File: src/sv/assert_macros.svh
// Assertion helpers shared by the RTL. Both forms collapse to nothing in synthesis.
`ifndef ASSERT_MACROS_SVH
`define ASSERT_MACROS_SVH
`ifndef SYNTHESIS
`define ASSERT_CLK(lbl, clk, rst, prop, msg) \
   lbl: assert property (@(posedge clk) disable iff (rst) prop) else $error(msg);
`define ASSERT_NEVER(lbl, clk, rst, prop, msg) \
   lbl: assert property (@(posedge clk) disable iff (rst) !(prop)) else $error(msg);
`else
`define ASSERT_CLK(lbl, clk, rst, prop, msg)
`define ASSERT_NEVER(lbl, clk, rst, prop, msg)
`endif
`endif

File: src/sv/dps_pkg.sv
package dps_pkg;

   localparam int TEMP_W  = 20;
   localparam int PRES_W  = 20;
   localparam int TIME_W  = 32;
   localparam int DB_W    = 16;
   localparam int MIN_W   = 10;
   localparam int GAIN_W  = 16;
   localparam int LINK_W  = 3;
   localparam int DUR_W   = 16;
   localparam int QUO_W   = 20;
   localparam int NUM_W   = DUR_W + QUO_W;
   localparam int CNT_W   = $clog2(QUO_W + 1);
   localparam int E_W     = 22;
   localparam int SUM_W   = 22;
   localparam int MUL_W   = 32;
   localparam int PROD_W  = 2 * MUL_W;

   localparam int CSR_IDX_W  = 3;
   localparam int CSR_DATA_W = 20;

   localparam logic [CSR_IDX_W-1:0] CSR_DEADBAND     = 3'd0;
   localparam logic [CSR_IDX_W-1:0] CSR_MIN_PRESSURE = 3'd1;
   localparam logic [CSR_IDX_W-1:0] CSR_MAX_PRESSURE = 3'd2;
   localparam logic [CSR_IDX_W-1:0] CSR_RAMP_OFFSET  = 3'd3;
   localparam logic [CSR_IDX_W-1:0] CSR_RAMP_MINUTES = 3'd4;
   localparam logic [CSR_IDX_W-1:0] CSR_GAIN         = 3'd5;

   localparam logic [MUL_W-1:0]  SEC_PER_MIN = 32'd60;
   localparam logic [SUM_W-1:0]  GAIN_CAP    = 22'h20_0000;
   localparam logic [PRES_W-1:0] MAX_PRES_RESET = 20'hF_FFFF;

   typedef struct packed {
      logic [TEMP_W-1:0] temperature;
      logic [TEMP_W-1:0] setpoint;
      logic [TIME_W-1:0] now_seconds;
      logic [PRES_W-1:0] base_pressure;
      logic [LINK_W-1:0] link_invalid;
   } req_type;

   typedef struct packed {
      logic [PRES_W-1:0] pressure;
      logic [TIME_W-1:0] ramp_start_out;
      logic              status;
   } rsp_type;

   typedef struct packed {
      logic start;
   } div_ctrl_type;

   typedef struct packed {
      logic busy;
      logic done;
   } div_stat_type;

   typedef enum logic [3:0] {
      ST_IDLE,
      ST_DUR,
      ST_GAIN,
      ST_SQ,
      ST_RMUL,
      ST_DIVGO,
      ST_DIV,
      ST_ABOVE,
      ST_SUM,
      ST_FIN
   } state_type;

   typedef enum logic [1:0] {
      RG_MIN,
      RG_BASE,
      RG_BAND,
      RG_ABOVE
   } region_type;

endpackage

File: src/sv/deadband_pressure_setpoint_core.sv
// Deadband pressure setpoint core.
// The req channel carries one temperature sample per transaction (temperature,
// setpoint, time, base pressure, link alarm flags); the rsp channel returns one
// pressure demand, the ramp start time and a status bit for each of them.
// Both channels use valid/stall; a transaction completes when valid is high and
// stall is low. The csr port writes the six setting registers by index; write it
// only while no sample is in flight.
// A valid sample runs through the sequencer steps, and the core takes no new
// sample until the last one has been loaded into the output register. The steps
// are built around one shared 32x32 multiplier (four products) and
// the 20-step restoring divider that scales the ramp. A sample with a link alarm
// set skips straight to the final step, which loads the output register.
// The result sits in an output register; while the receiver stalls it holds,
// and the core can still take the next sample and work on it, only waiting at
// the final step until the output register is free.
// Reset is synchronous: the setting registers return to their defaults (the
// maximum pressure to full scale, everything else to zero) and the ramp start
// time to zero.
module deadband_pressure_setpoint_core
   import dps_pkg::*;
(
   input  logic                  clock,
   input  logic                  reset,
   input  logic                  req_valid,
   output logic                  req_stall,
   input  req_type               req_payload,
   output logic                  rsp_valid,
   input  logic                  rsp_stall,
   output rsp_type               rsp_payload,
   input  logic                  csr_write,
   input  logic [CSR_IDX_W-1:0]  csr_index,
   input  logic [CSR_DATA_W-1:0] csr_data
);

`include "assert_macros.svh"

   logic [DB_W-1:0]   deadband_ff;
   logic [PRES_W-1:0] min_pressure_ff;
   logic [PRES_W-1:0] max_pressure_ff;
   logic [PRES_W-1:0] ramp_offset_ff;
   logic [MIN_W-1:0]  ramp_minutes_ff;
   logic [GAIN_W-1:0] gain_ff;
   logic [TIME_W-1:0] ramp_start_ff;

   state_type         state_ff, state_in;
   req_type           req_ff;
   logic              invalid_ff;
   logic signed [E_W-1:0] err_ff;
   region_type        region_ff;
   logic [PRES_W-1:0] excess_ff;
   logic [TIME_W-1:0] elapsed_ff;
   logic [DUR_W-1:0]  dur_ff;
   logic [DUR_W-1:0]  rem_t_ff;
   logic              ramp_en_ff;
   logic              xsat_ff;
   logic [SUM_W-1:0]  g_ff;
   logic [PRES_W-1:0] ramp_ff;
   logic [SUM_W-1:0]  above_ff;
   logic [SUM_W-1:0]  sum_ff;
   logic [PROD_W-1:0] mul_ff;
   logic              rsp_valid_ff, rsp_valid_in;
   rsp_type           rsp_ff;

   logic              req_accept;
   logic signed [E_W-1:0] err_in;
   logic signed [E_W-1:0] db_s;
   logic              out_of_band;
   logic [MUL_W-1:0]  mul_a;
   logic [MUL_W-1:0]  mul_b;
   div_ctrl_type      div_ctrl;
   div_stat_type      div_stat;
   logic [QUO_W-1:0]  div_q;
   logic              rsp_load;
   logic [DUR_W-1:0]  dur_now;
   logic [MUL_W-1:0]  sq_hi;
   logic [SUM_W-1:0]  base_g;
   logic [PRES_W-1:0] lo_lim;
   logic [PRES_W-1:0] hi_lim;
   logic [PRES_W-1:0] p_clamped;
   rsp_type           rsp_in;

   assign req_accept = req_valid && !req_stall;
   assign req_stall  = (state_ff != ST_IDLE);

   always_comb begin
      err_in = $signed({2'b00, req_payload.temperature})
             - $signed({2'b00, req_payload.setpoint});
      db_s   = $signed({{(E_W-DB_W){1'b0}}, deadband_ff});
      out_of_band = (err_in > db_s) || (err_in < -db_s);
   end

   // Settings.
   always_ff @(posedge clock) begin
      if (reset) begin
         deadband_ff     <= '0;
         min_pressure_ff <= '0;
         max_pressure_ff <= MAX_PRES_RESET;
         ramp_offset_ff  <= '0;
         ramp_minutes_ff <= '0;
         gain_ff         <= '0;
      end else if (csr_write) begin
         unique case (csr_index)
            CSR_DEADBAND:     deadband_ff     <= csr_data[DB_W-1:0];
            CSR_MIN_PRESSURE: min_pressure_ff <= csr_data[PRES_W-1:0];
            CSR_MAX_PRESSURE: max_pressure_ff <= csr_data[PRES_W-1:0];
            CSR_RAMP_OFFSET:  ramp_offset_ff  <= csr_data[PRES_W-1:0];
            CSR_RAMP_MINUTES: ramp_minutes_ff <= csr_data[MIN_W-1:0];
            CSR_GAIN:         gain_ff         <= csr_data[GAIN_W-1:0];
            default: ;
         endcase
      end
   end

   // The ramp restarts as soon as the sample leaves the deadband, so the rest
   // of the sequence already sees the new start time.
   always_ff @(posedge clock) begin
      if (reset) begin
         ramp_start_ff <= '0;
      end else if (req_accept && req_payload.link_invalid == '0 && out_of_band) begin
         ramp_start_ff <= req_payload.now_seconds;
      end
   end

   // Sequencer.
   always_ff @(posedge clock) begin
      if (reset) begin
         state_ff     <= ST_IDLE;
         rsp_valid_ff <= 1'b0;
      end else begin
         state_ff     <= state_in;
         rsp_valid_ff <= rsp_valid_in;
      end
   end

   always_comb begin
      state_in = state_ff;
      unique case (state_ff)
         ST_IDLE: begin
            if (req_accept) begin
               state_in = (req_payload.link_invalid != '0) ? ST_FIN : ST_DUR;
            end
         end
         ST_DUR:   state_in = ST_GAIN;
         ST_GAIN:  state_in = ST_SQ;
         ST_SQ:    state_in = ST_RMUL;
         ST_RMUL:  state_in = ST_DIVGO;
         ST_DIVGO: state_in = ST_DIV;
         ST_DIV: begin
            if (div_stat.done) begin
               state_in = ST_ABOVE;
            end
         end
         ST_ABOVE: state_in = ST_SUM;
         ST_SUM:   state_in = ST_FIN;
         ST_FIN: begin
            if (rsp_load) begin
               state_in = ST_IDLE;
            end
         end
         default:  state_in = ST_IDLE;
      endcase
   end

   always_comb begin
      mul_a          = '0;
      mul_b          = '0;
      div_ctrl.start = 1'b0;
      rsp_load       = 1'b0;
      unique case (state_ff)
         ST_DUR: begin
            mul_a = MUL_W'(ramp_minutes_ff);
            mul_b = SEC_PER_MIN;
         end
         ST_GAIN: begin
            mul_a = MUL_W'(excess_ff);
            mul_b = MUL_W'(gain_ff);
         end
         ST_SQ: begin
            mul_a = mul_ff[MUL_W-1:0];
            mul_b = mul_ff[MUL_W-1:0];
         end
         ST_RMUL: begin
            mul_a = MUL_W'(ramp_offset_ff);
            mul_b = ramp_en_ff ? MUL_W'(rem_t_ff) : '0;
         end
         ST_DIVGO: div_ctrl.start = 1'b1;
         ST_FIN:   rsp_load = !rsp_valid_ff || !rsp_stall;
         default: ;
      endcase
   end

   // Shared multiplier with its product register.
   always_ff @(posedge clock) begin
      mul_ff <= mul_a * mul_b;
   end

   dps_div u_div (
      .clock    (clock),
      .reset    (reset),
      .ctrl     (div_ctrl),
      .num      (mul_ff[NUM_W-1:0]),
      .den      (dur_ff),
      .stat     (div_stat),
      .quotient (div_q)
   );

   always_comb begin
      dur_now = mul_ff[DUR_W-1:0];
      sq_hi   = mul_ff[PROD_W-1:MUL_W];
      base_g  = SUM_W'(req_ff.base_pressure) + g_ff;
   end

   // Datapath registers, each loaded in its own step of the sequence.
   always_ff @(posedge clock) begin
      unique case (state_ff)
         ST_IDLE: begin
            if (req_accept) begin
               req_ff     <= req_payload;
               invalid_ff <= (req_payload.link_invalid != '0);
               err_ff     <= err_in;
            end
         end
         ST_DUR: begin
            elapsed_ff <= req_ff.now_seconds - ramp_start_ff;
            excess_ff  <= PRES_W'(err_ff - db_s);
            if (err_ff <= -(db_s <<< 1)) begin
               region_ff <= RG_MIN;
            end else if (err_ff <= -db_s) begin
               region_ff <= RG_BASE;
            end else if (err_ff <= db_s) begin
               region_ff <= RG_BAND;
            end else begin
               region_ff <= RG_ABOVE;
            end
         end
         ST_GAIN: begin
            dur_ff     <= dur_now;
            ramp_en_ff <= (dur_now != '0) && (elapsed_ff < TIME_W'(dur_now));
            rem_t_ff   <= dur_now - elapsed_ff[DUR_W-1:0];
         end
         ST_SQ: begin
            xsat_ff <= (sq_hi != '0);
         end
         ST_RMUL: begin
            if (xsat_ff || sq_hi > MUL_W'(GAIN_CAP)) begin
               g_ff <= GAIN_CAP;
            end else begin
               g_ff <= sq_hi[SUM_W-1:0];
            end
         end
         ST_DIV: begin
            if (div_stat.done) begin
               ramp_ff <= ramp_en_ff ? div_q : '0;
            end
         end
         ST_ABOVE: begin
            if (req_ff.base_pressure >= max_pressure_ff) begin
               above_ff <= SUM_W'(req_ff.base_pressure);
            end else if (base_g > SUM_W'(max_pressure_ff)) begin
               above_ff <= SUM_W'(max_pressure_ff);
            end else begin
               above_ff <= base_g;
            end
         end
         ST_SUM: begin
            case (region_ff)
               RG_MIN:  sum_ff <= SUM_W'(min_pressure_ff);
               RG_BASE: sum_ff <= SUM_W'(req_ff.base_pressure);
               RG_BAND: sum_ff <= SUM_W'(req_ff.base_pressure) + SUM_W'(ramp_ff);
               default: sum_ff <= above_ff + SUM_W'(ramp_ff);
            endcase
         end
         default: ;
      endcase
   end

   // Final clamp; the limits may have been written in either order.
   always_comb begin
      if (min_pressure_ff <= max_pressure_ff) begin
         lo_lim = min_pressure_ff;
         hi_lim = max_pressure_ff;
      end else begin
         lo_lim = max_pressure_ff;
         hi_lim = min_pressure_ff;
      end
      if (sum_ff < SUM_W'(lo_lim)) begin
         p_clamped = lo_lim;
      end else if (sum_ff > SUM_W'(hi_lim)) begin
         p_clamped = hi_lim;
      end else begin
         p_clamped = sum_ff[PRES_W-1:0];
      end
      rsp_in.pressure       = invalid_ff ? '0 : p_clamped;
      rsp_in.ramp_start_out = ramp_start_ff;
      rsp_in.status         = invalid_ff;
   end

   always_comb begin
      if (rsp_load) begin
         rsp_valid_in = 1'b1;
      end else if (!rsp_stall) begin
         rsp_valid_in = 1'b0;
      end else begin
         rsp_valid_in = rsp_valid_ff;
      end
   end

   always_ff @(posedge clock) begin
      if (rsp_load) begin
         rsp_ff <= rsp_in;
      end
   end

   assign rsp_valid   = rsp_valid_ff;
   assign rsp_payload = rsp_ff;

   `ASSERT_CLK(a_alarm_zero, clock, reset, rsp_valid && rsp_payload.status |-> rsp_payload.pressure == '0, "alarm transaction carries nonzero pressure")
   `ASSERT_CLK(a_clamped, clock, reset, rsp_valid && !rsp_payload.status |-> (rsp_payload.pressure >= min_pressure_ff || rsp_payload.pressure >= max_pressure_ff) && (rsp_payload.pressure <= min_pressure_ff || rsp_payload.pressure <= max_pressure_ff), "pressure outside the limits")
   `ASSERT_NEVER(a_div_owned, clock, reset, div_stat.busy && state_ff != ST_DIV, "divider busy outside its step")
   `ASSERT_CLK(a_ramp_hold, clock, reset, !$past(reset) && !$stable(ramp_start_ff) |-> $past(req_accept), "ramp start moved without a transaction")

endmodule

File: src/sv/dps_div.sv
module dps_div
   import dps_pkg::*;
(
   input  logic               clock,
   input  logic               reset,
   input  div_ctrl_type       ctrl,
   input  logic [NUM_W-1:0]   num,
   input  logic [DUR_W-1:0]   den,
   output div_stat_type       stat,
   output logic [QUO_W-1:0]   quotient
);

   logic [DUR_W-1:0] rem_ff;
   logic [QUO_W-1:0] sh_ff;
   logic [DUR_W-1:0] den_ff;
   logic [CNT_W-1:0] cnt_ff;
   logic             busy_ff;
   logic             done_ff;

   logic [DUR_W:0]   rem_sh;
   logic             fits;
   logic [DUR_W:0]   rem_sub;

   // One quotient bit per cycle; dividend bits shift out of the top of sh_ff
   // while quotient bits shift in at the bottom.
   always_comb begin
      rem_sh  = {rem_ff, sh_ff[QUO_W-1]};
      fits    = rem_sh >= {1'b0, den_ff};
      rem_sub = rem_sh - {1'b0, den_ff};
   end

   always_ff @(posedge clock) begin
      if (reset) begin
         busy_ff <= 1'b0;
         done_ff <= 1'b0;
         cnt_ff  <= '0;
      end else begin
         done_ff <= 1'b0;
         if (ctrl.start) begin
            busy_ff <= 1'b1;
            cnt_ff  <= CNT_W'(QUO_W);
         end else if (busy_ff) begin
            cnt_ff <= cnt_ff - CNT_W'(1);
            if (cnt_ff == CNT_W'(1)) begin
               busy_ff <= 1'b0;
               done_ff <= 1'b1;
            end
         end
      end
   end

   always_ff @(posedge clock) begin
      if (ctrl.start) begin
         rem_ff <= num[NUM_W-1:QUO_W];
         sh_ff  <= num[QUO_W-1:0];
         den_ff <= den;
      end else if (busy_ff) begin
         rem_ff <= fits ? rem_sub[DUR_W-1:0] : rem_sh[DUR_W-1:0];
         sh_ff  <= {sh_ff[QUO_W-2:0], fits};
      end
   end

   assign stat.busy = busy_ff;
   assign stat.done = done_ff;
   assign quotient  = sh_ff;

endmodule

File: config.mk
export PLATFORM = sky130hd
export DESIGN_NAME = deadband_pressure_setpoint_core
export DESIGN_NICKNAME = d
export VERILOG_FILES = /design/src/sv/dps_pkg.sv /design/src/sv/deadband_pressure_setpoint_core.sv /design/src/sv/dps_div.sv
export VERILOG_INCLUDE_DIRS = /design/src /design/src/sv
export SDC_FILE = /design/constraint.sdc
export NUM_CORES = 2
export LEC_CHECK = 0
export ABC_AREA = 1
export CORE_MARGIN = 2
export CORE_UTILIZATION = 35
export DETAILED_ROUTE_END_ITERATION = 8
export DONT_BUFFER_PORTS = 1
export PLACE_DENSITY_LB_ADDON = 0.2
export SLEW_MARGIN = 40
export SYNTH_ARGS = -nofsm -noshare
export SYNTH_HDL_FRONTEND = slang
export SYNTH_SLANG_ARGS = --single-unit
File: constraint.sdc
create_clock -name clock -period 10.05 [get_ports clock]
set_input_delay 2.01 -clock clock [delete_from_list [all_inputs] [get_ports clock]]
set_output_delay 2.01 -clock clock [all_outputs]
set_load 0.02 [all_outputs]
Yosys cells after proc, flatten, opt, wreduce, memory -nomap -nowiden --
Index checks and enable logic that the tools add are counted.
Cells by class: add/sub/neg operators 11, $mul 1, magnitude comparators 13, equal/unequal tests 21, multiplexer cells 32, bitwise logic cells 1, reduce and logical (&&, ||, !) cells 32
Operators by type and width (count):
- $pmux 32 s4 | 2
- $mux 20 | 8
- $pmux 22 s3 | 1
- $mul 32x32->64 | 1
- $mux 16 | 4
- $gt 22x20->1 | 2
- $le 21x22->1 | 2
- $pmux 4 s10 | 1
- $gt 32x22->1 const B | 1
- $lt 32x16->1 | 1
- $reduce_bool 32->1 | 1
- $sub 16x16->16 | 2
- $sub 32x32->32 | 1
- $add 20x22->22 | 1
- $add 22x20->22 | 1
- $lt 21x22->1 | 1
- $lt 22x20->1 | 1
- $neg 16->22 | 1
- $neg 17->22 | 1
- $add 20x20->21 | 1
- $gt 21x17->1 | 1
- $le 21x17->1 | 1
- $sub 20x20->21 | 1
- $ge 20x20->1 | 1
- 34 further kinds | 73
Word-level totals: register bits after elaboration 563, output and inout bits 55, logic and storage cells 148

Longest topological paths before layout --
depth after elaboration 5, mapped depth 41, mapped depth without buffers 38

Modules after synthesis --
From an unflattened synthesis, not the netlist that was laid out.
Second synthesis, totals: cell total of the unflattened synthesis 7986, area total of the unflattened synthesis 66408.7 um^2
By module, submodules not included:
- deadband_pressure_setpoint_core | times used 1, cells each 7511, area each 62565.0 um^2
- dps_div | times used 1, cells each 475, area each 3843.7 um^2

Worst setup path after synthesis --
OpenSTA, ideal clock, no wires.
path type register to register, start register state_ff[0], end register mul_ff[62], setup time 112 ps, data arrival time 8619 ps, required time 9938 ps, path slack 1318 ps, stages on the path, launching flop included 34, buffers on the path 1, period minus slack after synthesis 8732 ps, path through dfxtp_1 > inv_1 > nor2_2 > inv_1 > nor2_2 > inv_2 > nand4_2 > inv_2 > clkbuf_1 > nor2_1 > fa_1 > inv_1 > fa_1 > fa_1 > fa_1 > inv_1 > fa_1 > inv_1 > fa_1 > inv_1 > fa_1 > fa_1 > ha_1 > nand2_1 > nor2_1 > inv_1 > nor2_1 > nand4_1 > nand3_1 > a31oi_1 > o21ai_0 > nand3_1 > nand3_1 > nand2_1
On the way: word-level cells in the longest chain between the ends 3, elaborated cells on any way between the ends 7, those cells by class mul (1); eq/ne (4); mux (2)
RTL lines:
- from (decl) | line deadband_pressure_setpoint_core.sv:45 | state_type state_ff, state_in;
- from (signal assigned) | line deadband_pressure_setpoint_core.sv:130 | state_ff <= state_in;
- $eq 4x3->1, or another cell as far along | line deadband_pressure_setpoint_core.sv:169 | unique case (state_ff)
- $pmux 32 s4 | line deadband_pressure_setpoint_core.sv:169
- $mul 32x32->64 * | line deadband_pressure_setpoint_core.sv:194 | mul_ff <= mul_a * mul_b;
- to (signal assigned) | line deadband_pressure_setpoint_core.sv:194
- to (decl) | line deadband_pressure_setpoint_core.sv:60 | logic [PROD_W-1:0] mul_ff;
Mark *: on every way between the ends. The rest lies on a longest branch, timed or not. A chain may end at the register's enable or synchronous reset.

Final worst setup path --
start register state_ff[2], end register mul_ff[56]
Same word-level chain as after synthesis.

==> results.md <==
- Highest clock rate: 0.1064 GHz
- Final period util: 0.9351
- Main synth FF type: edfxtp_1
- Largest net degree at the start of global routing: 73
- Fin area: 71340 um^2
- Mapped Area: 66040 um^2
- Global-route wire length before repair: 321.5 mm
- H-tree levels: 3
- GP Congestion: 0.9209
- Core Rows: 159
- EDFF count, synth: 353
- WS Path Type: flip-flop to flip-flop
- Die X: 438.4 um
- Share of the synthesized area in the top cell type: 0.2671
- Total number of vias: 51026
- Library cells used by synthesis: 69
- Multi-input logic area: 43520 um^2
- Int Power: 5.858 mW
- Tmin final: 9.398 ns
- Combinational Power Share: 0.402
- Crit end category: flip-flop
- Die Height: 438.4 um
- # fillers: 19192
- Port bufs: 0
- Clock tree buffer depth: 3
- Number of global-route vias before repair: 52924
- Setup violators final: 0
- Design Power: 10.15 mW
- Ys async rst share: 0
- Hold buffers post-CTS: 0
- Maximum net fanout on the critical path: 24
- Sequential element share of the synthesized area: 0.2242
- Leakage Power: 35.15 nW
- CP Data Required Time: 10.59 ns
- Slowest CP cell: a221oi_2
- Clock power share: 0.259
- All-Layer GR Usage: 0.2202
- Total core area: 187600 um^2
- Biggest area consumer among synthesized cells: fa_1
- Post-CTS Setup Bufs: 0
- Seq pwr share: 0.339
- Sw frac: 0.4229
- Synth Register Bits: 563
- Post-Syn Instances: 7825
- Synthesis Warnings: 0
- Post-route ant nets: 0
- Initial antenna violation count: 10
- Worst-path clk slew: 0.06 ns
- Power per standard cell area: 142.3 nW/um^2
- Outcome: completed
- Placed cell areas: 68950 um^2
- Post-cts resize count: 0
- Vias per cell: 4.935
- Initial Utilization: 0.3520
- DRC viols: 0
- Setup TNS: 0 ns
- GR Overflow Total: 0
- Final Net Count: 9400
- CP max stage delay: 0.58 ns
- WL final: 210.8 mm
- CTS buffer count: 69
- Commonest cells after routing, fill and taps aside: inv_1 (1739), nand2_1 (1342), fa_1 (881)
- CTS tree: yes
- Sequential cell area: 14800 um^2
- Clock skew: 0.02434 ns
- Area added between synthesis and finish: 8.027%
- Worst-Skew Late Latency: 0.66 ns
- Worst setup SP type: flip-flop
- Final Max Tran Viols: 0
- Share of cells above drive strength 1: 0.04555
- Maximum vdd drop: 0.1435 mV
- Number of max-cap violations: 0
- Worst Path Arrival: 9.94 ns
- Worst min-delay path category: flip-flop to flip-flop
- Clock sinks: 563
- Largest cells by area after synthesis: fa_1 (27%), edfxtp_1 (16%), ha_1 (12%)
- Commonest non-fill, non-tap cell in the layout: inv_1
- Drt wl/cell: 20.38 um
- Syn_area_per_cell: 8.440 um^2
- Worst Max-Slew Pin Slew: 0.8777 ns
- Starting DRT DRC Count: 3506
- Hold Fails Final Rpt: 0
- Unrepaired setup endpoints after global routing: false
- Sw power: 4.293 mW
- Die area: 192200 um^2
- Max_slew headroom: 0.4143
- CTS root buffer: clkbuf_16
- DP HPWL: 173.6 mm
- IO Pins: 178
- Top cell by count, worst path: fa_1
- Pre-Repair DR Iteration Count: 6
-- critical path: cells and delay by family, from the launching register on --
kind | cells | cell delay (ns)
compound gates | 2 | 0.80
fa+ha+maj | 9 | 4.45
buf+inv | 6 | 1.53
flops | 1 | 0.46
simple gates | 12 | 2.00
-- per-stage QoR --
| stage | setup WS, ns | cells | util | hold WS (ns) |
|---|---|---|---|---|
| final | 0.6520 | 10340 | 0.3803 | 0.4165 |
| after global routing | 0.1815 | 10332 | 0.3802 | 0.4270 |
| after CTS | 0.5843 | 10332 | 0.3802 | 0.4172 |
| after detailed placement | 0.6053 | 10206 | 0.3675 | 0.4045 |
| after global placement | 0.7256 | 10206 | 0.3674 | 0.4028 |
| after floorplan | 1.318 | 7826 | - | 0.4003 |
-- Yosys cell counts (8+ instances only) --
master	count
nor4_1	28
o21a_1	20
ha_1	614
o211ai_1	31
nand4_1	47
buf_2	94
a21oi_1	457
inv_2	40
nand3_2	12
o21bai_1	25
or2_2	10
edfxtp_1	353
clkbuf_1	93
inv_1	1744
nand2_2	8
dfxtp_1	210
a31oi_1	46
a221oi_2	12
nand3_1	194
a21o_1	17
nor2_2	21
o21ai_0	342
xnor2_1	73
fa_1	881
xor2_1	124
a211oi_1	14
a21boi_0	10
nand3b_1	9
buf_6	14
o2111ai_1	12
o21ai_1	17
nand2_1	1345
nor3_1	55
nor2_1	752
a221oi_4	8
-- metal layers --
metal	track usage	part of all wire	up-vias
met2	0.3522	0.45	1429
li1	-	-	24328
met1	0.3065	0.46	25007
met4	0.05590	0.026	2
met3	0.04000	0.066	260
met5	0	0.000062	-
-- worst paths after layout --
kind,startpoint,endpoint,slack (ns),cells past startpoint
hold / removal,dur_ff[1],u_div.den_ff[1],0.42,0
setup / recovery,state_ff[2],mul_ff[56],0.65,29
hold reg to reg,dur_ff[1],u_div.den_ff[1],0.42,0
setup reg to reg,state_ff[2],mul_ff[56],0.65,29
-- layout make-up --
type | instances | area share
diodes | 8 | 0.0002806
clock buffers | 101 | 0.02922
clock inverters | 25 | 0.004034
inverters | 1792 | 0.09442
multi-input cells | 5257 | 0.6100
flip-flops and latches | 563 | 0.2075
well taps | 2495 | 0.04376
repair buffers | 99 | 0.01077
-- sequential cells by signal, summed over array words and instances (netlist names), 20 cells and up --
signal,flops
mul_ff,64
rsp_payload,53
req_ff,52
elapsed_ff,32
ramp_start_ff,32
above_ff,22
g_ff,22
sum_ff,22
err_ff,21
excess_ff,20
max_pressure_ff,20
min_pressure_ff,20
ramp_ff,20
ramp_offset_ff,20
u_div.quotient,20
-- power by group through the flow --
stage | registers [mW] | logic (mW) | clock network, mW
floorplan | 3.30 | 2.80 | 0
global placement | 3.49 | 4.01 | 0
detailed placement | 3.49 | 4.04 | 0
CTS | 3.45 | 4.07 | 2.70
global route | 3.48 | 4.55 | 2.79
finish | 3.44 | 4.08 | 2.63
-- cell families (layout without fill, tap and decap cells) --
kind of cell               after synthesis  count (layout)  synth area share
xor gates and xnor gates               197             197           0.02613
DFF                                    563             563            0.2242
and+or+nand+nor                       2505            2505            0.1551
adders and majority gates             1495            1495            0.3834
other                                    1              10        0.00005678
AOI/OAI and AO/OA                     1058            1058           0.09306
buffers and inverters                 2006            2017            0.1181
No activity file was read; power rests on OpenSTA's default activity.
